==> src/icdl_pkg.sv <==
`timescale 1ns / 1ps
// Shared types and constants for the indexed circular doubly linked list.
// No dependencies; used by the controller, the datapath, the top level and the checker.
package icdl_pkg;

    localparam int NODES  = 1024;
    localparam int IDX_W  = 10;
    localparam int LINK_W = 11;
    localparam int CNT_W  = 11;
    localparam int CMD_W  = 3;

    localparam logic [LINK_W-1:0] LINK_NIL = {LINK_W{1'b1}};

    localparam logic [CMD_W-1:0] CMD_INS_HEAD  = 3'd0;
    localparam logic [CMD_W-1:0] CMD_INS_TAIL  = 3'd1;
    localparam logic [CMD_W-1:0] CMD_RM_ITEM   = 3'd2;
    localparam logic [CMD_W-1:0] CMD_RM_HEAD   = 3'd3;
    localparam logic [CMD_W-1:0] CMD_RM_TAIL   = 3'd4;
    localparam logic [CMD_W-1:0] CMD_INIT      = 3'd5;

    typedef struct packed {
        logic [CMD_W-1:0] command;
        logic [IDX_W-1:0] item_index;
        logic [IDX_W-1:0] start_index;
        logic [CNT_W-1:0] init_count;
    } request_t;

    typedef struct packed {
        logic [IDX_W-1:0] removed_index;
        logic             removed_valid;
        logic             error;
        logic [IDX_W-1:0] head_index;
        logic             list_empty;
        logic [CNT_W-1:0] entry_count;
    } result_t;

    typedef enum logic [3:0] {
        OP_NONE,
        OP_LOAD,
        OP_SET_ERR,
        OP_INS_FIRST,
        OP_RD_HEAD,
        OP_INS_LINK,
        OP_INS_CLOSE,
        OP_RM_PICK,
        OP_RM_SINGLE,
        OP_RM_SPLICE,
        OP_RM_NIL,
        OP_INIT_EMPTY,
        OP_INIT_WALK,
        OP_INIT_CLOSE,
        OP_REPORT
    } dp_op_t;

    typedef struct packed {
        dp_op_t op;
    } dp_cmd_t;

    typedef struct packed {
        logic is_insert;
        logic is_remove;
        logic is_init;
        logic full;
        logic has_head;
        logic init_zero;
        logic single;
        logic walk_last;
    } dp_status_t;

endpackage

==> src/icdl_ctrl.sv <==
`timescale 1ns / 1ps
// Command sequencer for the linked list: steps each command through its
// link-memory reads and writes. Depends on icdl_pkg for command and status types.
module icdl_ctrl (
    input  logic                 clk,
    input  logic                 rst_n,
    input  logic                 start,
    input  icdl_pkg::dp_status_t status,
    output icdl_pkg::dp_cmd_t    cmd,
    output logic                 busy
);
    import icdl_pkg::*;

    typedef enum logic [10:0] {
        ST_IDLE       = 11'b000_0000_0001,
        ST_DECODE     = 11'b000_0000_0010,
        ST_INS_LINK   = 11'b000_0000_0100,
        ST_INS_CLOSE  = 11'b000_0000_1000,
        ST_RM_PICK    = 11'b000_0001_0000,
        ST_RM_SINGLE  = 11'b000_0010_0000,
        ST_RM_SPLICE  = 11'b000_0100_0000,
        ST_RM_NIL     = 11'b000_1000_0000,
        ST_INIT_WALK  = 11'b001_0000_0000,
        ST_INIT_CLOSE = 11'b010_0000_0000,
        ST_REPORT     = 11'b100_0000_0000
    } state_t;

    state_t state_reg;
    state_t state_next;

    always_ff @(posedge clk or negedge rst_n)
    begin
        if (!rst_n)
        begin
            state_reg <= ST_IDLE;
        end
        else
        begin
            state_reg <= state_next;
        end
    end

    always_comb
    begin
        state_next = state_reg;
        cmd.op     = OP_NONE;
        case (state_reg)
            ST_IDLE:
            begin
                if (start)
                begin
                    cmd.op     = OP_LOAD;
                    state_next = ST_DECODE;
                end
            end
            ST_DECODE:
            begin
                state_next = ST_REPORT;
                if (status.is_insert)
                begin
                    if (status.full)
                    begin
                        cmd.op = OP_SET_ERR;
                    end
                    else if (!status.has_head)
                    begin
                        cmd.op = OP_INS_FIRST;
                    end
                    else
                    begin
                        cmd.op     = OP_RD_HEAD;
                        state_next = ST_INS_LINK;
                    end
                end
                else if (status.is_remove)
                begin
                    if (!status.has_head)
                    begin
                        cmd.op = OP_SET_ERR;
                    end
                    else
                    begin
                        cmd.op     = OP_RD_HEAD;
                        state_next = ST_RM_PICK;
                    end
                end
                else if (status.is_init)
                begin
                    if (status.init_zero)
                    begin
                        cmd.op = OP_INIT_EMPTY;
                    end
                    else
                    begin
                        state_next = ST_INIT_WALK;
                    end
                end
            end
            ST_INS_LINK:
            begin
                cmd.op     = OP_INS_LINK;
                state_next = ST_INS_CLOSE;
            end
            ST_INS_CLOSE:
            begin
                cmd.op     = OP_INS_CLOSE;
                state_next = ST_REPORT;
            end
            ST_RM_PICK:
            begin
                cmd.op     = OP_RM_PICK;
                state_next = status.single ? ST_RM_SINGLE : ST_RM_SPLICE;
            end
            ST_RM_SINGLE:
            begin
                cmd.op     = OP_RM_SINGLE;
                state_next = ST_REPORT;
            end
            ST_RM_SPLICE:
            begin
                cmd.op     = OP_RM_SPLICE;
                state_next = ST_RM_NIL;
            end
            ST_RM_NIL:
            begin
                cmd.op     = OP_RM_NIL;
                state_next = ST_REPORT;
            end
            ST_INIT_WALK:
            begin
                cmd.op = OP_INIT_WALK;
                if (status.walk_last)
                begin
                    state_next = ST_INIT_CLOSE;
                end
            end
            ST_INIT_CLOSE:
            begin
                cmd.op     = OP_INIT_CLOSE;
                state_next = ST_REPORT;
            end
            ST_REPORT:
            begin
                cmd.op     = OP_REPORT;
                state_next = ST_IDLE;
            end
            default:
            begin
                state_next = ST_IDLE;
            end
        endcase
    end

    assign busy = (state_reg != ST_IDLE);

endmodule

==> config.mk <==
export PLATFORM = sky130hd
export DESIGN_NAME = icdl_ctrl
export DESIGN_NICKNAME = d
export VERILOG_FILES = /design/src/icdl_pkg.sv /design/src/icdl_ctrl.sv
export SDC_FILE = /design/constraint.sdc
export NUM_CORES = 1
export LEC_CHECK = 0
export BUFFER_PORTS_ARGS = -buffer_cell sky130_fd_sc_hd__buf_2
export CAP_MARGIN = 20
export CORE_MARGIN = 1.5
export CORE_UTILIZATION = 40
export DETAILED_ROUTE_END_ITERATION = 6
export PLACE_DENSITY = 0.74
export RECOVER_POWER = 100
export SLEW_MARGIN = 40
export SYNTH_ARGS = -nofsm -noshare
export SYNTH_HDL_FRONTEND = slang
export SYNTH_SLANG_ARGS = --single-unit
==> constraint.sdc <==
create_clock -name clk -period 2.08 [get_ports clk]
set_clock_uncertainty 0.15 [all_clocks]
set_input_delay 0.416 -clock clk [delete_from_list [all_inputs] [get_ports clk]]
set_output_delay 0.416 -clock clk [all_outputs]
set_load 0.1 [all_outputs]
## Yosys cells after proc, flatten, opt, wreduce, memory -nomap -nowiden

Index checks and enable logic that the tools add are counted.

| word-level totals | value |
|---|---|
| register bits | 11 |
| latch bits | 0 |
| RAM bits | 0 |
| bits in read-only memories | 0 |
| memories | 0 |

| cells by class | value |
|---|---|
| add/sub/neg operators | 0 |
| multiply operators | 0 |
| div/mod/pow operators | 0 |
| order comparisons | 0 |
| equality and inequality tests | 14 |
| shift operators | 0 |
| mux-type cells | 20 |
| bitwise gates (word level) | 0 |
| reductions and logical operators | 2 |

Operator list:

| cell | count |
|---|---|
| 2-to-1 mux 11 bit | 9 |
| case mux 11 bit (7 select lines) | 1 |
| case mux 4 bit (11 select lines) | 1 |
| 2-to-1 mux 4 bit | 4 |
| equality test 11 x 1 -> 1 bit, second input constant | 1 |
| equality test 11 x 10 -> 1 bit, second input constant | 1 |
| equality test 11 bit, second input constant | 1 |
| equality test 11 x 2 -> 1 bit, second input constant | 1 |
| equality test 11 x 3 -> 1 bit, second input constant | 1 |
| equality test 11 x 4 -> 1 bit, second input constant | 1 |
| equality test 11 x 5 -> 1 bit, second input constant | 1 |
| equality test 11 x 6 -> 1 bit, second input constant | 1 |
| equality test 11 x 7 -> 1 bit, second input constant | 1 |
| equality test 11 x 8 -> 1 bit, second input constant | 1 |
| equality test 11 x 9 -> 1 bit, second input constant | 1 |
| inequality test 11 x 1 -> 1 bit, second input constant | 1 |
| 2-to-1 mux 3 bit | 3 |
| 2-to-1 mux 7 bit | 1 |
| inequality test 2 bit, second input constant | 2 |
| OR reduction 4 bit | 1 |
| AND reduction 2 bit | 1 |
| 2-to-1 mux 1 bit | 1 |

## Longest topological paths before layout

Gate-level depths: netlist (run 1).

| logic depth | value |
|---|---|
| depth after elaboration | 5 |
| gate-level depth with buffers | 6 |

## Worst setup path before layout (run 1)

Ideal clock, no wire load.

| timing | value |
|---|---|
| kind | register -> output |
| from | register state_reg[6] |
| to | output cmd[0] (netlist name) |
| arrival time | 2.914 ns |
| required time | 1.514 ns |
| path slack | -1.400 ns |
| cell stages (with the launch flop) | 7 |
| path through | dfrtp_1 clkbuf_1 nor4_4 nand2_1 nor3_1 nand2_1 o2111ai_1 |

RTL lines:

| item | RTL line | source |
|---|---|---|
| start, declared | icdl_ctrl.sv:28 | `state_t state_reg;` |
| start signal, assigned | icdl_ctrl.sv:39 | `state_reg <= state_next;` |
| end, declared | icdl_ctrl.sv:9 | `output icdl_pkg::dp_cmd_t cmd,` |

==> results of run 1 <==
[report_power, final]
| part | switching, uW | internal, uW |
|---|---|---|
| logic | 604 | 494 |
| registers | 12.9 | 244 |
| clock network | 72.4 | 74.2 |
[placed cells by master (no fill, tap or decap), drive strengths merged, types with 2 or more instances in the layout]
master | synthesis | final
nand3 | 5 | 5
inv | 5 | 5
xor2 | 6 | 6
buf | 2 | 57
o21ai | 9 | 9
nor3 | 7 | 7
o22ai | 2 | 2
clkbuf | 6 | 5
nand4b | 2 | 2
nor3b | 2 | 2
nand3b | 3 | 3
nand2 | 11 | 11
or4 | 2 | 2
nor2 | 11 | 11
o2111ai | 2 | 2
dfrtp | 10 | 10
o211ai | 2 | 2
nand2b | 2 | 2
nor4 | 4 | 4
[stage by stage]
step	area [um2]	worst slack (ns)	TNS, ns
2_1_floorplan	908	-1.27	-3.25
6_report	1520	-0.606	-2.72
5_1_grt	1520	-0.701	-3.28
3_3_place_gp	1250	-0.265	-0.984
4_1_cts	1530	-0.564	-2.49
3_5_place_dp	1250	-0.347	-1.25
[kinds of logic after synthesis]
logic type | Yosys count
muxes | 1
buffers and inverters | 13
AOI/OAI and AO/OA | 22
and+or+nand+nor | 54
xor gates and xnor gates | 7
DFF | 11
[cell type report]
cell class | count | area (um2)
multi-input cells | 84 | 666
fillers | 124 | 462
flip-flops and latches | 11 | 279
well taps | 27 | 33.8
inverters | 5 | 18.8
repair buffers | 59 | 497
clock buffers | 4 | 26.3
[worst register-to-register path, stage by stage, from the launching register on]
cell,delay (ns)
dfrtp_1,0.44
nor4_4,0.36
nand2_2,0.13
nor3_4,0.23
nand2_4,0.13
buf_4,0.17
buf_4,0.12
buf_4,0.12
o22ai_1,0.15
[repair_timing]
action	4_1_cts	5_1_grt
hold buffers	1	0
resized for setup	24	8
pin swaps	6	1
endpoints found under the hold margin	10	0
endpoints found under the setup margin	5	8
setup buffers	17	5
[path summary, 6_finish.rpt]
path | end | slack, ns | depth (start not counted)
worst min register to register | state_reg[3]$_DFFE_PN0P_ | 0.51 | 2
worst max register to register | state_reg[8]$_DFFE_PN0P_ | 0.02 | 8
worst max-delay path | cmd[2] | -0.61 | 6
min in group asynchronous | state_reg[7]$_DFFE_PN0P_ | 0.51 | 2
worst min-delay path | state_reg[6]$_DFFE_PN0P_ | 0.16 | 2
max in group asynchronous | state_reg[8]$_DFFE_PN0P_ | 0.84 | 2
[routing by layer]
layer  up-vias  global-route usage (%)
met5         -                       0
met1       537                    31.7
met4         0                    19.5
li1        507                       -
met2        60                    52.5
met3        16                    5.52
==> metrics.md, run 1 <==
| Metric | Value |
|---|---|
| Largest family of logic cells by synthesized area | simple AND/OR/NAND/NOR gates |
| RSZ-0062 raised after global routing | yes |
| Synth Area in Compound Gates | 18.0% |
| Clk buf depth | 2 |
| # DRC | 0 |
| Post-synthesis mux area share | 1.17% |
| Max-cap violations | 0 |
| WL met2 | 1630 um |
| Cell Chain, Critical Path | nor4_4 > nand2_2 > nor3_4 > nand2_4 > o211ai_1 > buf_12 |
| Leakage power | 0.000720 uW |
| Total GRT Usage | 29.6% |
| PnR Total Power | 1500 uW |
| Yosys cell types | 39 |
| CP bufs+invs | 1 |
| Power per cell area | 987 nW/um2 |
| Layout cells sized above 1 | 50.3% |
| Die area | 2430 um2 |
| Crit start category | register |
| Mapped Nets | 119 |
| Antenna viol nets, final | 0 |
| FMAX | 372 MHz |
| NumNets Final | 175 |
| Root Buffer | clkbuf_4 |
| CP delay by family, top | simple AND/OR/NAND/NOR gates |
| Avg Cell Area, Syn | 7.92 um2 |
| Final GP Congestion | 0.874 |
| Post-DP HPWL | 2040 um |
| Hold path startpoint | status[1] |
| Number of antenna violations at the first check in global routing | 0 |
| Async SR Flop Fraction | 100% |
| Post-Synth Simple-Gate Area | 35.5% |
| Vias in the first global route | 1207 |
| Starting DRT DRC Count | 37 |
| Area contributors post-synth | dfrtp_1 (29%), xor2_1 (6.1%), nand2_1 (4.8%) |
| CTS buffer count | 3 |
| Slew @ Worst Pin | 0.611 ns |
| Grt total ovfl | 0 |
| Vias/cell | 5.89 |
| Largest register FFs | 11 |
| CTS tree | done |
| Post-Syn Instances | 108 |
| CP arrival | 2.12 ns |
| Synth area leader | dfrtp_1 |
| Status | complete, but fails checks |
| Share of the synthesized area in the top cell type | 29.2% |
| Post-synth EDFFs | 0 |
| Violated checks | negative setup slack |
| Commonest cells in the netlist | nand2_1 (11), nor2_1 (11), dfrtp_1 (10) |
| Crit path kind | register to output pin |
| Seq/Total Area, Yosys | 32.3% |
| Sink Count | 11 |
| Worst hold slack | 0.163 ns |
| Synthesized flop and latch total | 11 |
| IO Count | 16 |
| Area growth syn-to-layout | 77.6% |
| Slowest CP cell | dfrtp_1 |
| Post-route clock period utilization | 129% |
| Endpoints failing hold | 0 |
| Routed length on met3 | 219 um |
| Minimum clock period | 2.69 ns |
| Placed cells | 171 |
| Finished Layout Cells | 190 |
| Post-Syn Area | 856 um2 |
| Crit path from | state_reg[5]$_DFFE_PN0P_ |
| H-tree depth | 1 |
| Setup violators final | 5 |
| RR Startpoint | state_reg[5]$_DFFE_PN0P_ |
| PortBufs | 15 |
| Layout Utilization | 76.7% |
| Clock transition at path regs | 0.07 ns |
| Row count | 16 |
| Initial core utilization | 43.2% |
| Wire length per cell | 16.8 um |
| Worst-Skew Late Latency | 0.26 ns |
| Die W | 49.3 um |
| Post-synthesis adder-cell area fraction | 0% |
| Min-delay worst type | input port to register |
| Crit-path max cell delay | 0.44 ns |
| XOR/XNOR Fraction of Synth Area | 7.16% |
| Critical path peak fanout | 6 |
| Post-Route WL | 3190 um |
| Core ar. | 1980 um2 |
| Vias | 1120 |
| Worst setup margin | -0.606 ns |
| Die height | 49.3 um |
| Maximum resistive drop on vdd | 1.32 mV |
| Largest net degree at the start of global routing | 12 |
| Antenna Cells | 0 |
| Top Metal Used | met4 |
| Final Slew Violations | 0 |
| Wl on met1 | 1200 um |
| Worst Path Required | 1.51 ns |
| Synth Flop Type | dfrtp_1 |
| Relative slew margins | 59.2% |
| Drt pass-1 iters | 4 |
| CP Capture Type | output pin |
| Wire length of the first global-routing pass | 5420 um |
| Ys Warns | 0 |
No activity file was read; power rests on OpenSTA's default activity.
==> inputs of run 2 (changes only) <==
--- a/config.mk
+++ b/config.mk
@@ -7,11 +7,12 @@
 export LEC_CHECK = 0
 export BUFFER_PORTS_ARGS = -buffer_cell sky130_fd_sc_hd__buf_2
 export CAP_MARGIN = 20
+export CELL_PAD_IN_SITES_DETAIL_PLACEMENT = 0
+export CELL_PAD_IN_SITES_GLOBAL_PLACEMENT = 1
 export CORE_MARGIN = 1.5
-export CORE_UTILIZATION = 40
+export CORE_UTILIZATION = 35
 export DETAILED_ROUTE_END_ITERATION = 6
-export PLACE_DENSITY = 0.74
-export RECOVER_POWER = 100
+export PLACE_DENSITY = 0.84
 export SLEW_MARGIN = 40
 export SYNTH_ARGS = -nofsm -noshare
 export SYNTH_HDL_FRONTEND = slang
==> metrics.md, run 2 (synthesis results as in run 1) <==
| Metric | Value |
|---|---|
| Status | complete, but fails checks |
| Violated checks | negative setup slack |
| Max-cap violations | 0 (unchanged) |
| Die W | 52.5 um (+6.5%) |
| FMAX | 378 MHz (+1.6%) |
| Crit path kind | register to output pin |
| Leakage power | 0.000700 uW (-2.8%) |
| Worst R2R Setup Slack | 0.15 ns (+0.13 ns) |
| NumNets Final | 171 (-2.3%) |
| Sequential power share | 17.6% (+0.5 points) |
| FILL cells | 192 (+55%) |
| Minimum clock period | 2.64 ns (-0.0423 ns) |
| Int Power | 782 uW (-3.6%) |
| CTS tree | done |
| Post-DP HPWL | 1990 um (-2.5%) |
| Post-route clock period utilization | 127% (-2.0 points) |
| Number of antenna violations at the first check in global routing | 0 (unchanged) |
| RSZ-0062 raised after global routing | yes |
| Critical path peak fanout | 3 (-3) |
| Die area | 2750 um2 (+13%) |
| Largest net degree at the start of global routing | 12 (unchanged) |
| Maximum resistive drop on vdd | 1.07 mV (-19%) |
| Footprint of the multi-input gates | 676 um2 (+1.5%) |
| Row count | 17 (+1) |
| Antenna Cells | 0 (unchanged) |
| Total GRT Usage | 24.7% (-4.9 points) |
| Endpoints failing hold | 0 (unchanged) |
| Clk buf depth | 2 (unchanged) |
| Area growth syn-to-layout | 74.9% |
| Sw Share | 46.5% (+0.60 points) |
| Clock transition at path regs | 0.08 ns (about the same) |
| Antenna viol nets, final | 0 (unchanged) |
| Crit path from | state_reg[5]$_DFFE_PN0P_ |
| Clock power frac | 10.9% (+1.1 points) |
| Layout cells sized above 1 | 50.3% (about the same) |
| Vias/cell | 5.51 (-6.5%) |
| Comb power frac | 71.5% (-1.6 points) |
| Grt total ovfl | 0 (unchanged) |
| RR Endpoint | state_reg[4]$_DFFE_PN0P_ |
| Setup violators final | 5 (unchanged) |
| H-tree depth | 1 (unchanged) |
| Worst slack, placed | -0.349 ns (-0.00238 ns) |
| Wire length per cell | 15.7 um (-6.3%) |
| Cell area after layout | 1500 um2 (-1.6%) |
| Root Buffer | clkbuf_4 |
| Vias | 1031 (-7.9%) |
| NetSw | 681 uW (-1.2%) |
| Final Slew Violations | 0 (unchanged) |
| PortBufs | 15 (unchanged) |
| Final GP Congestion | 0.857 (-2.0%) |
| Worst setup margin | -0.564 ns (+0.0423 ns) |
| Finished Layout Cells | 187 (-1.6%) |
| Post-Route WL | 2940 um (-7.8%) |
| # DRC | 0 (unchanged) |
| IO Count | 16 (unchanged) |
| Die height | 52.5 um (+6.5%) |
| Vias in the first global route | 1065 (-12%) |
| Largest register FFs | 11 (unchanged) |
| Core ar. | 2250 um2 (+14%) |
| Relative slew margins | 70.0% (+11 points) |
| Initial core utilization | 38.0% (-5.2 points) |
| CTS buffer count | 3 (unchanged) |
| Drt pass-1 iters | 4 (unchanged) |
| Most frequent cells in the layout | buf_4 (37), nor2_1 (11), buf_2 (10), nand2_1 (8) |
| CP arrival | 2.08 ns (-0.04 ns) |
| Sink Count | 11 (unchanged) |
| Flip-flop and latch area | 280 um2 (+0.45%) |
| Most common cell after layout, fill and taps aside | buf_4 |
| Crit path capture | cmd[3] |
| Power per cell area | 978 nW/um2 (-0.96%) |
| Worst-Skew Late Latency | 0.28 ns (+0.02 ns) |
| Slew @ Worst Pin | 0.446 ns (-0.166 ns) |
| Placed Instance Area | 1270 um2 (+1.3%) |
| RR Startpoint | state_reg[5]$_DFFE_PN0P_ |
| Wire length of the first global-routing pass | 4930 um (-9.0%) |
| CP Capture Type | output pin |
| Worst Path Required | 1.51 ns (about the same) |
| FF-to-FF path depth | 7 (-1) |
| Crit start category | register |
| Placed cells | 174 (+1.8%) |
| Starting DRT DRC Count | 45 (+22%) |
| Setup TNS | -2.34 ns (+0.388 ns) |
| Min-delay worst type | input port to register |
## run 2: metrics by stage
| step | power, uW | hold WS [ns] | util, % |
|---|---|---|---|
| after floorplan | 765 | -0.0296 | - |
| after global placement | 1100 | 0.153 | 56.3 |
| after detailed placement | 1110 | 0.157 | 56.3 |
| after CTS | 1430 | 0.145 | 65.8 |
| after global routing | 1540 | 0.155 | 66.4 |
| final | 1460 | 0.144 | 66.4 |
## run 2: power by group through the flow
stage          Clock [uW]  Sequential, uW  Combinational [uW]
2_1_floorplan           0             268                 497
3_3_place_gp            0             261                 844
3_5_place_dp            0             262                 849
4_1_cts               159             258                1010
5_1_grt               169             260                1110
6_report              159             258                1050
## run 2: worst max-delay path, cell delays in order (launching register included)
cell       delay, ns
dfrtp_2         0.41
inv_2           0.05
or4_4           0.54
a2111oi_4       0.31
nor3_1          0.10
o22ai_2         0.20
buf_12          0.20
## run 2: metal layers
metal  GRT usage (%)  wire length [um]
met5               0                 0
met4            7.69                27
met3            2.57               126
met2            44.8              1580
met1            30.3              1210
## run 2: layout make-up
cell class,count,share of cell area (%)
clock buffers,4,1.76
multi-input cells,84,45.2
inverters,5,1.25
well taps,28,2.34
repair buffers,55,30.8
flip-flops and latches,11,18.7
## run 2: how the worst min path moves through the flow
stage	startpoint	end	slack, ns	cells past startpoint
2_1_floorplan	rst_n	state_reg[10]$_DFFE_PN0P_	-0.03	0
3_3_place_gp	rst_n	state_reg[7]$_DFFE_PN0P_	0.15	1
3_5_place_dp	rst_n	state_reg[7]$_DFFE_PN0P_	0.16	1
4_1_cts	status[1]	state_reg[6]$_DFFE_PN0P_	0.15	2
5_1_grt	status[1]	state_reg[6]$_DFFE_PN0P_	0.15	2
6_report	status[1]	state_reg[6]$_DFFE_PN0P_	0.14	2
## run 2: timing repair
item,in CTS,in global routing
endpoints found under the setup margin,5,5
hold buffers,1,0
hold endpoints to repair,10,0
gates resized for setup,23,2
pin swaps,8,2
setup buffers,7,1
